==> config.mk <==
export PLATFORM = sky130hd
export DESIGN_NAME = running_lcm_hyperperiod
export DESIGN_NICKNAME = d
export VERILOG_FILES = /design/src/design/rlh_pkg.sv /design/src/design/rlh_addsub.sv /design/src/design/rlh_core.sv /design/src/design/running_lcm_hyperperiod.sv
export SDC_FILE = /design/constraint.sdc
export NUM_CORES = 1
export LEC_CHECK = 0
export BUFFER_PORTS_ARGS = -buffer_cell sky130_fd_sc_hd__buf_4
export CAP_MARGIN = 20
export CORE_MARGIN = 4
export CORE_UTILIZATION = 35
export CTS_CLUSTER_DIAMETER = 80
export CTS_CLUSTER_SIZE = 20
export DETAILED_ROUTE_END_ITERATION = 10
export GPL_TIMING_DRIVEN = 0
export PLACE_DENSITY = 0.61
export SLEW_MARGIN = 20
export SYNTH_ARGS = -nofsm -noshare
export SYNTH_HDL_FRONTEND = slang
export SYNTH_SLANG_ARGS = --single-unit
==> constraint.sdc <==
create_clock -name clk -period 17.35 [get_ports clk]
set_input_delay 0 -clock clk [delete_from_list [all_inputs] [get_ports clk]]
set_output_delay 0 -clock clk [all_outputs]
set_load 0.02 [all_outputs]
==> src/design/rlh_pkg.sv <==
// ----------------------------------------------------------------------------
// rlh_pkg
// Shared types and default sizes for the running hyperperiod block.
// ----------------------------------------------------------------------------
package rlh_pkg;

    localparam int PERIOD_BITS_DEF = 32;
    localparam int LCM_BITS_DEF    = 64;

    typedef struct packed {
        logic start;
        logic take;
    } rlh_ctl_t;

    typedef struct packed {
        logic busy;
        logic done;
    } rlh_sts_t;

endpackage
// ----------------------------------------------------------------------------

==> src/design/rlh_addsub.sv <==
// ----------------------------------------------------------------------------
// rlh_addsub
// Shared adder and subtractor used by the GCD, divide and multiply steps of the core.
// ----------------------------------------------------------------------------
module rlh_addsub #(
    parameter int WIDTH = rlh_pkg::LCM_BITS_DEF + 2
) (
    input  logic [WIDTH-1:0] op_a,
    input  logic [WIDTH-1:0] op_b,
    input  logic             sub,
    output logic [WIDTH-1:0] sum,
    output logic             carry
);

    logic [WIDTH:0] full;

    assign full  = {1'b0, op_a} + {1'b0, (sub ? ~op_b : op_b)} + {{WIDTH{1'b0}}, sub};
    assign sum   = full[WIDTH-1:0];
    assign carry = full[WIDTH];

endmodule
// ----------------------------------------------------------------------------

==> src/design/rlh_core.sv <==
// ----------------------------------------------------------------------------
// rlh_core
// Sequencer and datapath: binary GCD, restoring divide and shift-add
// multiply, all through one shared adder.
// ----------------------------------------------------------------------------
module rlh_core #(
    parameter int PERIOD_BITS = rlh_pkg::PERIOD_BITS_DEF,
    parameter int LCM_BITS    = rlh_pkg::LCM_BITS_DEF
) (
    input  logic                   clk,
    input  logic                   rst_n,
    input  rlh_pkg::rlh_ctl_t      ctl,
    input  logic [PERIOD_BITS-1:0] period,
    input  logic                   first_of_set,
    output rlh_pkg::rlh_sts_t      sts,
    output logic [LCM_BITS-1:0]    lcm,
    output logic                   ovf
);

    localparam int GW = (LCM_BITS > PERIOD_BITS) ? LCM_BITS : PERIOD_BITS;
    localparam int AW = GW + 2;
    localparam int CW = $clog2(GW + 1);

    localparam logic [LCM_BITS-1:0] LCM_MAX = '1;

    localparam logic [2:0] ST_IDLE = 3'd0;
    localparam logic [2:0] ST_TWOS = 3'd1;
    localparam logic [2:0] ST_GCD  = 3'd2;
    localparam logic [2:0] ST_DIV  = 3'd3;
    localparam logic [2:0] ST_MUL  = 3'd4;
    localparam logic [2:0] ST_DONE = 3'd5;

    logic [2:0]             state_reg, state_next;
    logic [LCM_BITS-1:0]    lcm_reg, lcm_next;
    logic                   ovf_reg, ovf_next;
    logic [CW-1:0]          cnt_reg, cnt_next;
    logic [GW-1:0]          x_reg, x_next;
    logic [GW-1:0]          y_reg, y_next;
    logic [GW-1:0]          rem_reg, rem_next;
    logic [LCM_BITS-1:0]    num_reg, num_next;
    logic [LCM_BITS-1:0]    acc_reg, acc_next;
    logic                   mov_reg, mov_next;
    logic [PERIOD_BITS-1:0] p_reg, p_next;

    logic [AW-1:0]          add_a;
    logic [AW-1:0]          add_b;
    logic                   add_sub;
    logic [AW-1:0]          add_sum;
    logic                   add_carry;

    rlh_addsub #(
        .WIDTH (AW)
    ) u_addsub (
        .op_a  (add_a),
        .op_b  (add_b),
        .sub   (add_sub),
        .sum   (add_sum),
        .carry (add_carry)
    );

    always_comb
    begin
        add_a   = '0;
        add_b   = '0;
        add_sub = 1'b0;
        case (state_reg)
            ST_GCD:
            begin
                add_a   = {2'b00, x_reg};
                add_b   = {2'b00, y_reg};
                add_sub = 1'b1;
            end
            ST_DIV:
            begin
                add_a   = {1'b0, rem_reg, num_reg[LCM_BITS-1]};
                add_b   = {2'b00, x_reg};
                add_sub = 1'b1;
            end
            ST_MUL:
            begin
                add_a   = {{(AW-LCM_BITS-1){1'b0}}, acc_reg, 1'b0};
                add_b   = p_reg[PERIOD_BITS-1] ? {{(AW-LCM_BITS){1'b0}}, num_reg} : '0;
                add_sub = 1'b0;
            end
            default:
            begin
                add_sub = 1'b0;
            end
        endcase
    end

    always_comb
    begin
        logic [GW-1:0] p_ext;
        logic [GW-1:0] a_ext;

        p_ext      = GW'(period);
        a_ext      = GW'(lcm_reg);
        state_next = state_reg;
        lcm_next   = lcm_reg;
        ovf_next   = ovf_reg;
        cnt_next   = cnt_reg;
        x_next     = x_reg;
        y_next     = y_reg;
        rem_next   = rem_reg;
        num_next   = num_reg;
        acc_next   = acc_reg;
        mov_next   = mov_reg;
        p_next     = p_reg;

        case (state_reg)
            ST_IDLE:
            begin
                if (ctl.start)
                begin
                    if (first_of_set)
                    begin
                        if ((p_ext >> LCM_BITS) != '0)
                        begin
                            lcm_next = LCM_MAX;
                            ovf_next = 1'b1;
                        end
                        else
                        begin
                            lcm_next = LCM_BITS'(p_ext);
                            ovf_next = 1'b0;
                        end
                        state_next = ST_DONE;
                    end
                    else if (lcm_reg == '0 || period == '0)
                    begin
                        lcm_next   = '0;
                        state_next = ST_DONE;
                    end
                    else
                    begin
                        x_next     = a_ext;
                        y_next     = p_ext;
                        num_next   = lcm_reg;
                        p_next     = period;
                        state_next = ST_TWOS;
                    end
                end
            end
            ST_TWOS:
            begin
                // Shared powers of two leave both operands and the dividend.
                if (!x_reg[0] && !y_reg[0])
                begin
                    x_next   = x_reg >> 1;
                    y_next   = y_reg >> 1;
                    num_next = num_reg >> 1;
                end
                else
                begin
                    state_next = ST_GCD;
                end
            end
            ST_GCD:
            begin
                if (!x_reg[0])
                begin
                    x_next = x_reg >> 1;
                end
                else if (!y_reg[0])
                begin
                    y_next = y_reg >> 1;
                end
                else if (!add_carry)
                begin
                    x_next = y_reg;
                    y_next = x_reg;
                end
                else if (add_sum == '0)
                begin
                    rem_next   = '0;
                    cnt_next   = '0;
                    state_next = ST_DIV;
                end
                else
                begin
                    x_next = add_sum[GW:1];
                end
            end
            ST_DIV:
            begin
                if (add_carry)
                begin
                    rem_next = add_sum[GW-1:0];
                end
                else
                begin
                    rem_next = {rem_reg[GW-2:0], num_reg[LCM_BITS-1]};
                end
                num_next = {num_reg[LCM_BITS-2:0], add_carry};
                cnt_next = cnt_reg + 1'b1;
                if (cnt_reg == CW'(LCM_BITS - 1))
                begin
                    cnt_next   = '0;
                    acc_next   = '0;
                    mov_next   = 1'b0;
                    state_next = ST_MUL;
                end
            end
            ST_MUL:
            begin
                acc_next = add_sum[LCM_BITS-1:0];
                mov_next = mov_reg || (add_sum[AW-1:LCM_BITS] != '0);
                p_next   = p_reg << 1;
                cnt_next = cnt_reg + 1'b1;
                if (cnt_reg == CW'(PERIOD_BITS - 1))
                begin
                    if (mov_next)
                    begin
                        lcm_next = LCM_MAX;
                        ovf_next = 1'b1;
                    end
                    else
                    begin
                        lcm_next = acc_next;
                    end
                    state_next = ST_DONE;
                end
            end
            ST_DONE:
            begin
                if (ctl.take)
                begin
                    state_next = ST_IDLE;
                end
            end
            default:
            begin
                state_next = ST_IDLE;
            end
        endcase
    end

    always_ff @(posedge clk or negedge rst_n)
    begin
        if (!rst_n)
        begin
            state_reg <= ST_IDLE;
            lcm_reg   <= '0;
            ovf_reg   <= 1'b0;
            cnt_reg   <= '0;
        end
        else
        begin
            state_reg <= state_next;
            lcm_reg   <= lcm_next;
            ovf_reg   <= ovf_next;
            cnt_reg   <= cnt_next;
        end
    end

    always_ff @(posedge clk)
    begin
        x_reg   <= x_next;
        y_reg   <= y_next;
        rem_reg <= rem_next;
        num_reg <= num_next;
        acc_reg <= acc_next;
        mov_reg <= mov_next;
        p_reg   <= p_next;
    end

    assign sts.busy = (state_reg != ST_IDLE);
    assign sts.done = (state_reg == ST_DONE);
    assign lcm      = lcm_reg;
    assign ovf      = ovf_reg;

endmodule
// ----------------------------------------------------------------------------

==> src/design/running_lcm_hyperperiod.sv <==
// ----------------------------------------------------------------------------
// running_lcm_hyperperiod
// Running least common multiple of a stream of task periods.
// ----------------------------------------------------------------------------
// The block takes one item at a time and holds task_stall high until that
// item's result has been taken into the output register. An item that starts
// a set, or that meets a zero operand, goes straight to the done state. Any
// other item runs a binary GCD, a restoring divide of LCM_BITS steps and a
// shift-add multiply of PERIOD_BITS steps, all on one shared adder; the GCD
// takes one step per halving or subtraction and one more per operand swap.
// A finished result sits in an output register, so a new item is taken
// while the last result waits.
// ----------------------------------------------------------------------------
module running_lcm_hyperperiod #(
    parameter int PERIOD_BITS = rlh_pkg::PERIOD_BITS_DEF,
    parameter int LCM_BITS    = rlh_pkg::LCM_BITS_DEF
) (
    input  logic                   clk,
    input  logic                   rst_n,
    input  logic                   task_valid,
    output logic                   task_stall,
    input  logic [PERIOD_BITS-1:0] period,
    input  logic                   first_of_set,
    output logic                   lcm_valid,
    input  logic                   lcm_stall,
    output logic [LCM_BITS-1:0]    hyperperiod,
    output logic                   overflowed
);

    rlh_pkg::rlh_ctl_t     ctl;
    rlh_pkg::rlh_sts_t     sts;
    logic [LCM_BITS-1:0]   core_lcm;
    logic                  core_ovf;

    logic                  out_valid_reg, out_valid_next;
    logic [LCM_BITS-1:0]   hyper_reg;
    logic                  ovf_out_reg;

    rlh_core #(
        .PERIOD_BITS (PERIOD_BITS),
        .LCM_BITS    (LCM_BITS)
    ) u_core (
        .clk          (clk),
        .rst_n        (rst_n),
        .ctl          (ctl),
        .period       (period),
        .first_of_set (first_of_set),
        .sts          (sts),
        .lcm          (core_lcm),
        .ovf          (core_ovf)
    );

    assign ctl.start = task_valid && !sts.busy;
    assign ctl.take  = sts.done && (!out_valid_reg || !lcm_stall);

    assign out_valid_next = ctl.take || (out_valid_reg && lcm_stall);

    always_ff @(posedge clk or negedge rst_n)
    begin
        if (!rst_n)
        begin
            out_valid_reg <= 1'b0;
        end
        else
        begin
            out_valid_reg <= out_valid_next;
        end
    end

    always_ff @(posedge clk)
    begin
        if (ctl.take)
        begin
            hyper_reg   <= core_lcm;
            ovf_out_reg <= core_ovf;
        end
    end

    assign task_stall  = sts.busy;
    assign lcm_valid   = out_valid_reg;
    assign hyperperiod = hyper_reg;
    assign overflowed  = ovf_out_reg;

endmodule
// ----------------------------------------------------------------------------
==> results.yml <==
routing:
  ant_nets: 0
  routedWlPerCell_um: 29.1
  highest_layer: "met5"
  vias: 26900
  routed_wl_um: 125000
  dr.pass1.iters: 8
  route.detailed.drc: 0
  dr_wl_met3_um: 12400
  drtIter0Drc: 4073
  wl_met2_um: 55100
  met1_length_um: 52400
  viasPerCell: 6.24
worst_setup_path:
  crit_path_start_kind: "register"
  crit_required_ns: 17.69
  path_class: "reg -> reg"
  worst-r2r-setup-slack_ns: 7.05
  arrival_ns: 10.64
  timing.rr.start: "u_core.state_reg[0]$_DFFE_PN0P_"
  r2r_cells: 21
  cp_max_fo: 19
  r2r_end: "u_core.y_reg[31]$_DFFE_PP_"
  cp-end-kind: "register"
timing:
  final.period_utilization_pct: 59.4
  hold_viol: 0
  timing.final.ws_setup_ns: 7.05
  setup_viol: 0
  fin_tns_setup_ns: 0
  relSlewSlack_pct: 14.6
  fin_worst_skew_ns: 0.0397
  fmax_mhz: 97.1
  slew_violations: 0
  grt_setup_unrepaired: "no"
  finalCriticalPeriod_ns: 10.30
  tightest_slew_ns: 1.28
synth:
  synth_area_um2: 28900
  ys_seq_area_share_pct: 49.9
  synthTopCellsByCount: "nand2_1, edfxtp_1, o21ai_0"
  synthCells: 2993
  yosysWarnings: 0
  synth_async_sr_flop_share_pct: 15.4
  post-synth-top-count-cell: "nand2_1"
  ys_ff_latch: 494
  yosysTopAreaCell: "edfxtp_1"
  syn-num-nets: 3097
  synth-main-ff-cell: "edfxtp_1"
  synthDominantCellAreaShare_pct: 43.4
  ys_types: 89
  avgSynthCellArea_um2: 9.67
  yosys-top-cells-area: "edfxtp_1, dfrtp_1, nand2_1, o21ai_0, a21oi_1"
  synth_edf_count: 418
pwr:
  peakVddDrop_uv: 101
  power.leakage_uw: 0.0123
  power.density_nw_per_um2: 215
layout:
  nets: 3307
  synthToLayoutAreaGrowth_pct: 15.4
  multi_input_area_um2: 13500
  utilization_pct: 40.8
  layout.area.seq_um2: 14500
  n_fill_cell: 8249
  fin_area_um2: 33400
  drive_gt1_share_pct: 8.76
place:
  postPlaceCellArea_um2: 31700
  pre_cts_slack_ns: 7.53
  dpl.hpwl_um: 95500
  place.gp.congestion: 0.987
  portBuffers: 103
floorplan:
  start_util_pct: 35.3
  die_w_um: 296
  core_um2: 82000
  die_h_um: 296
  io_pins: 104
  rows: 105
  die_area_um2: 87400
clock_network:
  cts_setup_buffers: 0
  clk-insertion-delay-late_ns: 0.62
  cts_made_buffers: 38
  cts_buffer_depth: 3
  cts_tree: "yes"
  cts_hold_buf: 36
  cts_resized: 0
  cts_sinks: 494
  clockRootBuffer: "clkbuf_16"
  htreeDepth: 2
  clk_pin_slew_ns: 0.08
flow_run:
  cap_violations: 0
worst_hold_path:
  hold_class: "in -> async"
grt:
  grt_overflow: 0
  grt_max_degree: 77
  grt_pass1_vias: 25800
  grt_first_pass_wirelength_um: 181000
  antenna_found_initial: 6
  groute.usage.overall_pct: 28.0
status:
  outcome: "completed"
==> layout by cell type, fill, tap and decap left out, drive strengths merged, types with 30 or more instances in the layout <==
cell type,instances
nor4,36
a22o,77
and2,39
a22oi,102
a21oi,263
nand2,456
nor2,263
a221o,30
a211oi,36
nand4,49
dfrtp,76
a222oi,31
clkbuf,223
a21o,33
dlygate4sd3,36
ha,66
mux2i,109
edfxtp,418
o21ai,307
buf,177
inv,66
==> critical path, stage by stage, from the launching register on <==
cell	delay, ns
dfrtp_1	0.53
clkbuf_1	0.42
clkbuf_1	0.79
buf_1	0.70
clkbuf_1	0.86
buf_1	0.74
o22ai_1	0.17
ha_1	0.36
clkbuf_1	0.32
nand2_1	0.10
o21ai_0	0.50
a21oi_1	0.24
o311a_1	0.40
o21a_1	0.25
and2_1	0.22
o21ai_0	0.37
a21o_1	0.48
clkbuf_1	0.78
clkbuf_1	0.87
a21boi_4	0.40
buf_16	0.29
buf_16	0.17
==> logic make-up (layout without fill, tap and decap cells) <==
| group | after synthesis | after routing | share of synthesized area [%] |
|---|---|---|---|
| muxes | 113 | 113 | 3.92 |
| other | 0 | 3 | 0 |
| AOI/OAI and AO/OA | 1034 | 1034 | 23.3 |
| adders and majority gates | 67 | 67 | 2.92 |
| DFF | 494 | 494 | 49.9 |
| and+or+nand+nor | 964 | 964 | 14.8 |
| buffers and inverters | 274 | 513 | 3.70 |
| xor gates and xnor gates | 47 | 47 | 1.42 |
==> per-layer routing <==
metal	vias to the layer above	track usage (%)
met5	-	0
met4	2	10.2
met3	243	5.70
met2	1565	43.4
met1	13300	39.0
li1	11700	-
==> power breakdown <==
| part | internal (uW) | leakage, uW | total [uW] | switching, uW |
|---|---|---|---|---|
| combinational | 1180 | 0.00677 | 3760 | 2580 |
| clock | 480 | 0.000642 | 982 | 502 |
| sequential | 1990 | 0.00491 | 2450 | 461 |
| total | 3650 | 0.0123 | 7200 | 3540 |
==> worst max-delay path by stage <==
stage                                         start                          endpoint  slack, ns  cells past startpoint
floorplan           u_core.state_reg[0]$_DFFE_PN0P_        u_core.y_reg[10]$_DFFE_PP_       7.68                     19
global placement    u_core.state_reg[2]$_DFFE_PN0P_        u_core.y_reg[31]$_DFFE_PP_       0.47                     22
detailed placement  u_core.state_reg[0]$_DFFE_PN0P_  u_core.rem_reg[30]$_SDFFCE_PP0P_       7.53                     21
CTS                 u_core.state_reg[0]$_DFFE_PN0P_  u_core.rem_reg[24]$_SDFFCE_PP0P_       7.47                     21
global route        u_core.state_reg[0]$_DFFE_PN0P_  u_core.rem_reg[24]$_SDFFCE_PP0P_       6.88                     21
finish              u_core.state_reg[0]$_DFFE_PN0P_        u_core.y_reg[31]$_DFFE_PP_       7.05                     21
==> through the flow <==
step / hold slack, ns / cells / total power (uW)
2_1_floorplan: -0.296 / 2993 / 4510
3_3_place_gp: 0.280 / 4166 / 6010
3_5_place_dp: 0.157 / 4197 / 6100
4_1_cts: 0.104 / 4302 / 7090
5_1_grt: 0.148 / 4302 / 7530
6_report: 0.0811 / 4305 / 7200
==> area by class of cell <==
| type | count | share of cell area [%] |
|---|---|---|
| sequential | 494 | 43.3 |
| multi-input combinational | 2225 | 40.5 |
| timing repair buffer | 170 | 5.09 |
| tap | 1070 | 4.01 |
| clock buffer | 46 | 3.00 |
| buffer | 220 | 2.64 |
| clock inverter | 23 | 0.910 |
| inverter | 54 | 0.607 |
| antenna | 3 | 0.0225 |
Note: power is estimated with default switching activity, not from simulation.
